`config.mk`:
```
export PLATFORM = sky130hd
export DESIGN_NAME = frame_interval_quantizer
export DESIGN_NICKNAME = d
export VERILOG_FILES = /design/src/design/fiq_pkg.sv /design/src/design/frame_interval_quantizer.sv
export SDC_FILE = /design/constraint.sdc
export NUM_CORES = 1
export LEC_CHECK = 0
export BUFFER_PORTS_ARGS = -buffer_cell sky130_fd_sc_hd__buf_4
export CORE_UTILIZATION = 45
export CTS_BUF_LIST = sky130_fd_sc_hd__clkbuf_8
export DETAILED_ROUTE_END_ITERATION = 7
export GPL_ROUTABILITY_DRIVEN = 0
export PLACE_DENSITY_LB_ADDON = 0.1
export SETUP_SLACK_MARGIN = 0.05
export SLEW_MARGIN = 20
export SYNTH_ARGS = -nofsm -noshare
export SYNTH_HDL_FRONTEND = slang
export SYNTH_SLANG_ARGS = --single-unit
```
`constraint.sdc`:
```
create_clock -name clk -period 15.9 [get_ports clk]
set_input_delay 3.18 -clock clk [delete_from_list [all_inputs] [get_ports clk]]
set_output_delay 3.18 -clock clk [all_outputs]
set_load 0.02 [all_outputs]
```
`src/design/fiq_pkg.sv`:
```
// ----------------------------------------------------------------------------
// fiq_pkg - shared types and constants for the frame interval quantizer
// Fixed field widths and the sequencer state type.
// ----------------------------------------------------------------------------
package fiq_pkg;

	localparam int TS_BITS     = 64;
	localparam int PERIOD_BITS = 20;

	typedef enum logic [2:0] {
		ST_IDLE,
		ST_DIFF,
		ST_DEBT,
		ST_COMP,
		ST_DIV,
		ST_FIX,
		ST_OUT
	} fiq_state_t;

endpackage

```
`src/design/frame_interval_quantizer.sv`:
```
// ----------------------------------------------------------------------------
// frame_interval_quantizer - frame interval measurement and period quantizer
// Turns frame-mark timestamps into raw and display-period quantized intervals.
// ----------------------------------------------------------------------------
// Usage:
//   Input items (in_valid/in_ready) carry a 64-bit microsecond timestamp.
//   Result items (out_valid/out_ready) carry frame_dt_us and raw_dt_us.
//   The display period is written through cfg_we/cfg_wdata while idle.
//   The first mark after reset is only stored and gives no result.
//   Every later mark gives one result. With period zero an item passes
//   through the difference and output states; with a period and no debt
//   correction it also passes the debt and compare states; when surplus
//   debt has to be folded into whole periods, a restoring subtract/compare
//   unit steps through the widened debt one bit a cycle. in_ready is high
//   only between items.
//   The result lands in an output register: the block takes the next item
//   while it waits, and holds the following result until the register is
//   free when the receiver stalls.
//   Reset clears the period, the debt and the stored mark.
// ----------------------------------------------------------------------------
module frame_interval_quantizer
	import fiq_pkg::*;
#(
	parameter int DT_BITS = 32
) (
	input  logic                   clk,
	input  logic                   arst_n,
	input  logic                   in_valid,
	output logic                   in_ready,
	input  logic [TS_BITS-1:0]     timestamp_us,
	output logic                   out_valid,
	input  logic                   out_ready,
	output logic [DT_BITS-1:0]     frame_dt_us,
	output logic [DT_BITS-1:0]     raw_dt_us,
	input  logic                   cfg_we,
	input  logic [PERIOD_BITS-1:0] cfg_wdata
);

	localparam int DBW = ((DT_BITS > 21) ? DT_BITS : 21) + 3;
	localparam int NW  = DBW + 1;
	localparam int CW  = $clog2(NW);
	localparam int RW  = PERIOD_BITS + 2;
	localparam logic [DT_BITS-1:0] DT_MAX = '1;

	fiq_state_t state_q, state_d;

	logic [TS_BITS-1:0]     ts_q;
	logic [TS_BITS-1:0]     prev_q;
	logic                   have_q;
	logic signed [DBW-1:0]  debt_q;
	logic [PERIOD_BITS-1:0] period_q;
	logic [PERIOD_BITS-1:0] p_q;
	logic [DT_BITS-1:0]     raw_q;
	logic [DT_BITS-1:0]     frame_q;
	logic [NW-1:0]          num_q;
	logic [RW-1:0]          rem_q;
	logic [CW-1:0]          cnt_q;
	logic                   out_valid_q;
	logic [DT_BITS-1:0]     frame_out_q;
	logic [DT_BITS-1:0]     raw_out_q;

	logic [TS_BITS-1:0]     diff;
	logic [DT_BITS-1:0]     raw_sat;
	logic signed [DBW-1:0]  p_dbw;
	logic signed [DBW-1:0]  raw_dbw;
	logic signed [DBW-1:0]  debt_add;
	logic signed [DBW-1:0]  debt_up;
	logic signed [NW-1:0]   twod;
	logic signed [NW-1:0]   p_nw;
	logic signed [NW-1:0]   p3_nw;
	logic                   over;
	logic                   under;
	logic [NW-1:0]          num_init;
	logic [RW-1:0]          twop;
	logic [RW-1:0]          rem_sh;
	logic [RW-1:0]          rem_nx;
	logic [RW:0]            half_sum;
	logic signed [DBW-1:0]  debt_new;
	logic signed [DBW:0]    fix_v;
	logic [DT_BITS-1:0]     fix_sat;
	logic                   accept;
	logic                   out_free;

	// ---------------- datapath ----------------
	assign diff    = ts_q - prev_q;
	assign raw_sat = (|diff[TS_BITS-1:DT_BITS]) ? DT_MAX : diff[DT_BITS-1:0];

	assign p_dbw    = $signed(DBW'(p_q));
	assign raw_dbw  = $signed(DBW'(raw_q));
	assign debt_add = debt_q + raw_dbw - p_dbw;
	assign debt_up  = debt_q + p_dbw;

	// thresholds 1.5P and -0.5P compared on doubled debt
	assign twod     = $signed({debt_q, 1'b0});
	assign p_nw     = $signed(NW'(p_q));
	assign p3_nw    = p_nw + $signed({p_nw[NW-2:0], 1'b0});
	assign over     = twod > p3_nw;
	assign under    = twod < -p_nw;
	assign num_init = NW'(twod - p_nw - $signed(NW'(1)));

	// restoring step: remainder of num by 2P
	assign twop   = {1'b0, p_q, 1'b0};
	assign rem_sh = {rem_q[RW-2:0], num_q[NW-1]};
	assign rem_nx = (rem_sh >= twop) ? (rem_sh - twop) : rem_sh;

	// debt left after removing k periods is (rem + P + 1) / 2
	assign half_sum = (RW+1)'(rem_q) + (RW+1)'(p_q) + (RW+1)'(1);
	assign debt_new = $signed(DBW'(half_sum[RW:1]));
	// k*P + P, from the debt drop
	assign fix_v    = $signed({debt_q[DBW-1], debt_q}) + $signed((DBW+1)'(p_q))
	                - $signed({debt_new[DBW-1], debt_new});
	assign fix_sat  = (|fix_v[DBW:DT_BITS]) ? DT_MAX : fix_v[DT_BITS-1:0];

	// ---------------- sequencer ----------------
	assign accept   = in_valid && in_ready;
	assign out_free = !out_valid_q || out_ready;

	always_comb begin
		state_d  = state_q;
		in_ready = 1'b0;
		unique case (state_q)
			ST_IDLE: begin
				in_ready = 1'b1;
				if (in_valid && have_q) begin
					state_d = ST_DIFF;
				end
			end
			ST_DIFF: begin
				state_d = (period_q == '0) ? ST_OUT : ST_DEBT;
			end
			ST_DEBT: begin
				state_d = ST_COMP;
			end
			ST_COMP: begin
				state_d = over ? ST_DIV : ST_OUT;
			end
			ST_DIV: begin
				if (cnt_q == '0) begin
					state_d = ST_FIX;
				end
			end
			ST_FIX: begin
				state_d = ST_OUT;
			end
			ST_OUT: begin
				if (out_free) begin
					state_d = ST_IDLE;
				end
			end
			default: begin
				state_d = ST_IDLE;
			end
		endcase
	end

	always_ff @(posedge clk or negedge arst_n) begin
		if (!arst_n) begin
			state_q <= ST_IDLE;
		end else begin
			state_q <= state_d;
		end
	end

	// control and state registers
	always_ff @(posedge clk or negedge arst_n) begin
		if (!arst_n) begin
			prev_q      <= '0;
			have_q      <= 1'b0;
			debt_q      <= '0;
			period_q    <= '0;
			out_valid_q <= 1'b0;
		end else begin
			if (cfg_we) begin
				period_q <= cfg_wdata;
			end
			if (accept && !have_q) begin
				prev_q <= timestamp_us;
				have_q <= 1'b1;
			end
			if (state_q == ST_DIFF) begin
				prev_q <= ts_q;
			end
			if (state_q == ST_DEBT) begin
				debt_q <= debt_add;
			end
			if (state_q == ST_COMP && !over && under) begin
				debt_q <= debt_up;
			end
			if (state_q == ST_FIX) begin
				debt_q <= debt_new;
			end
			if (state_q == ST_OUT && out_free) begin
				out_valid_q <= 1'b1;
			end else if (out_ready) begin
				out_valid_q <= 1'b0;
			end
		end
	end

	// payload and working registers
	always_ff @(posedge clk) begin
		if (accept) begin
			ts_q <= timestamp_us;
		end
		unique case (state_q)
			ST_DIFF: begin
				raw_q   <= raw_sat;
				frame_q <= raw_sat;
				p_q     <= period_q;
			end
			ST_COMP: begin
				if (over) begin
					num_q <= num_init;
					rem_q <= '0;
					cnt_q <= CW'(NW - 1);
				end else if (under) begin
					frame_q <= '0;
				end else begin
					frame_q <= DT_BITS'(p_q);
				end
			end
			ST_DIV: begin
				rem_q <= rem_nx;
				num_q <= {num_q[NW-2:0], 1'b0};
				cnt_q <= cnt_q - CW'(1);
			end
			ST_FIX: begin
				frame_q <= fix_sat;
			end
			ST_OUT: begin
				if (out_free) begin
					frame_out_q <= frame_q;
					raw_out_q   <= raw_q;
				end
			end
			default: begin
			end
		endcase
	end

	assign out_valid   = out_valid_q;
	assign frame_dt_us = frame_out_q;
	assign raw_dt_us   = raw_out_q;

	// ---------------- assertions ----------------
	a_first_mark: assert property (@(posedge clk) disable iff (!arst_n)
		(accept && !have_q) |=> (have_q && state_q == ST_IDLE))
		else $error("first mark did not just store the time");

	a_rem_range: assert property (@(posedge clk) disable iff (!arst_n)
		(state_q == ST_DIV) |-> (rem_q < twop))
		else $error("division remainder out of range");

	a_pass_through: assert property (@(posedge clk) disable iff (!arst_n)
		(state_q == ST_DIFF && period_q == '0) |=> (frame_q == raw_q && state_q == ST_OUT))
		else $error("zero period did not pass the raw interval");

	a_out_load: assert property (@(posedge clk) disable iff (!arst_n)
		(state_q == ST_OUT && out_free) |=> (out_valid && state_q == ST_IDLE))
		else $error("result not loaded into output register");

endmodule
```
==> impl_metrics.yaml <==
clock_network:
  htree_levels: 3
  cts_tree: "done"
  cts_setup_buffers: 0
  clk_path_buf_depth: 3
  holdBufCountCts: 0
  clkTransAtPathRegs_ns: 0.06
  cts_sinks: 400
  cts_buffers: 78
  clkLatencyLatePin_ns: 0.73
  cts-resized-gates: 0
  root_buffer: "clkbuf_8"
synthesis:
  synth_edf_count: 276
  yosys_warnings: 0
  syn_nets: 4065
  syn-cell-area_um2: 32700
  synth_cell_types: 87
  synth-async-reset-ratio_pct: 31.0
  ys.flop_type: "edfxtp_1"
  seq_area_frac_synth_pct: 34.8
  yosys_register_bits: 400
  syn-instance-count: 3566
  synth_area_per_cell_um2: 9.17
timing:
  post-route-min-period_ns: 7.98
  setup_violations: 0
  timing.final.ws_setup_ns: 7.92
  max_slew_margin_pct: 31.8
  tightest_slew_ns: 1.02
  rsz0062_at_grt: "false"
  tns_ns: 0
  fin_skew_ns: 0.0488
  clock.fmax_mhz: 125
  hold_viol: 0
  finalMaxSlewViolations: 0
  period_share_pct: 50.2
route:
  vias_per_cell: 5.89
  drt-pass1-iter-count: 7
  wl_per_cell_um: 21.1
  wl_mm: 99.1
  drtIter0Drc: 2188
  vias: 27700
  drc: 0
  ant_nets: 0
worst_setup_path:
  crit_type: "reg2reg"
  cp.required_ns: 16.32
  crit_buf_inv: 3
  timing.rr.end: "frame_q[27]$_DFFE_PP_"
  r2r_start: "p_q[0]$_DFFE_PP_"
  slowest_delay_ns: 0.73
  cp_top_family: "compound AO/OA/AOI/OAI gates"
  startpoint_type: "register"
  reg2reg_depth: 27
  crit_top_cell: "o21ai_0"
  crit_fanout: 23
  end_kind: "register"
  slowest_stage: "o41ai_1"
  reg2reg_slack_ns: 7.92
  arrival_ns: 8.40
grt:
  grt-busiest-layer: "met2"
  grt_pass1_wl_mm: 154
  grt_pass1_vias: 27500
  track_usage_pct: 26.6
  grt_antenna_before_repair: 4
  grt_use_met1_pct: 33.9
  grtUsageMet2_pct: 45.3
  grt-ovfl-total: 0
  grt_max_degree: 118
  globalRouteMet3Util_pct: 4.28
cells_and_area:
  fin_util_pct: 50.7
  layout_common_cells: "ha_1 (364), inv_1 (361), a21oi_1 (322)"
  final_common_cell: "ha_1"
  drive_gt1_share_pct: 9.84
  fillers: 6793
  multi_input_area_um2: 19600
  area.growth.synth_to_final_pct: 11.2
  seqCellArea_um2: 11400
  num-nets-final: 4188
floorplanning:
  die_h_um: 272
  start_util_pct: 45.6
  rows: 98
  io_pins: 155
  die_area_um2: 73800
  fp.dieW_um: 272
  coreArea_um2: 71700
worst_hold_path:
  min_path_type: "reg2reg"
  min_to: "frame_dt_us[19]$_DFFE_PP_"
  hold_start: "frame_q[19]$_DFFE_PP_"
  hold-path-cell-count: 0
status:
  status: "complete, no violations"
run:
  drv_cap: 0
place:
  dpl.hpwl_mm: 77.1
  dp_slack_ns: 8.15
  portBuffers: 154
## per-layer routing
metal  vias to the layer above  part of all wire [%]
met5                         -                     0
met4                         0                   3.8
met3                       216                   6.0
met2                       898                    48
met1                     13400                    42
li1                      13100                     -
## cell families after synthesis
family / Yosys count / share of synthesized area [%]
compound gates: 959 / 18.7
simple gates: 997 / 15.0
fa+ha+maj: 410 / 16.7
flops: 400 / 34.8
buf+inv: 477 / 5.62
mux: 99 / 3.11
xor+xnor: 224 / 6.00
## cells in the mapped netlist, drive strengths merged (25+ instances only)
| master | count | area share, % |
|---|---|---|
| nand4 | 44 | 0.86 |
| clkbuf | 113 | 1.3 |
| and3 | 36 | 0.69 |
| o21bai | 41 | 0.94 |
| nand3 | 122 | 1.9 |
| or3 | 25 | 0.48 |
| nand2 | 215 | 2.5 |
| fa | 46 | 2.8 |
| nand2b | 44 | 0.84 |
| a31oi | 30 | 0.57 |
| nor2 | 289 | 3.3 |
| o31ai | 34 | 0.78 |
| nor2b | 31 | 0.60 |
| xnor2 | 150 | 4.0 |
| mux2i | 77 | 2.4 |
| ha | 364 | 14 |
| xor2 | 74 | 2.0 |
| o21a | 37 | 0.85 |
| a211oi | 43 | 0.99 |
| buf | 25 | 0.42 |
| nor3 | 69 | 1.1 |
| edfxtp | 276 | 25 |
| dfrtp | 124 | 9.5 |
| o21ai | 200 | 3.2 |
| a21o | 62 | 1.4 |
| a21oi | 324 | 5.0 |
| inv | 339 | 3.9 |
## layout make-up
type	instances	area share (%)
clock buffers	87	3.29
clock inverters	55	1.04
well taps	950	3.27
inverters	339	3.50
repair buffers	181	3.78
flip-flops and latches	400	31.3
multi-input cells	2689	53.8
diodes	3	0.0206
## registers in the layout (all words and copies together), names as in the netlist, 6 cells and up
signal       cells
p_q             20
cnt_q            6
frame_dt_us     32
rem_q           22
raw_dt_us       32
raw_q           32
prev_q          64
num_q           36
ts_q            64
debt_q          35
period_q        20
frame_q         32
## worst max-delay path by stage
stage,from,to,slack [ns],depth (start not counted)
5_1_grt,p_q[1]$_DFFE_PP_,frame_q[27]$_DFFE_PP_,7.19,26
3_3_place_gp,p_q[1]$_DFFE_PP_,frame_q[27]$_DFFE_PP_,8.28,26
4_1_cts,p_q[0]$_DFFE_PP_,frame_q[27]$_DFFE_PP_,8.06,27
6_report,p_q[0]$_DFFE_PP_,frame_q[27]$_DFFE_PP_,7.92,27
3_5_place_dp,p_q[0]$_DFFE_PP_,frame_q[27]$_DFFE_PP_,8.15,27
2_1_floorplan,p_q[2]$_DFFE_PP_,cnt_q[0]$_SDFFCE_PN1P_,6.12,20
## through the flow
stage	hold slack (ns)	instances	cell area, um2
floorplan	0.400	3566	32700
global placement	0.404	4559	34800
detailed placement	0.407	4559	34800
CTS	0.420	4701	36400
global route	0.429	4702	36400
finish	0.421	4704	36400
Power is not shown: default switching activity piles up to over one toggle a cycle in this logic, so the estimate is an artifact.
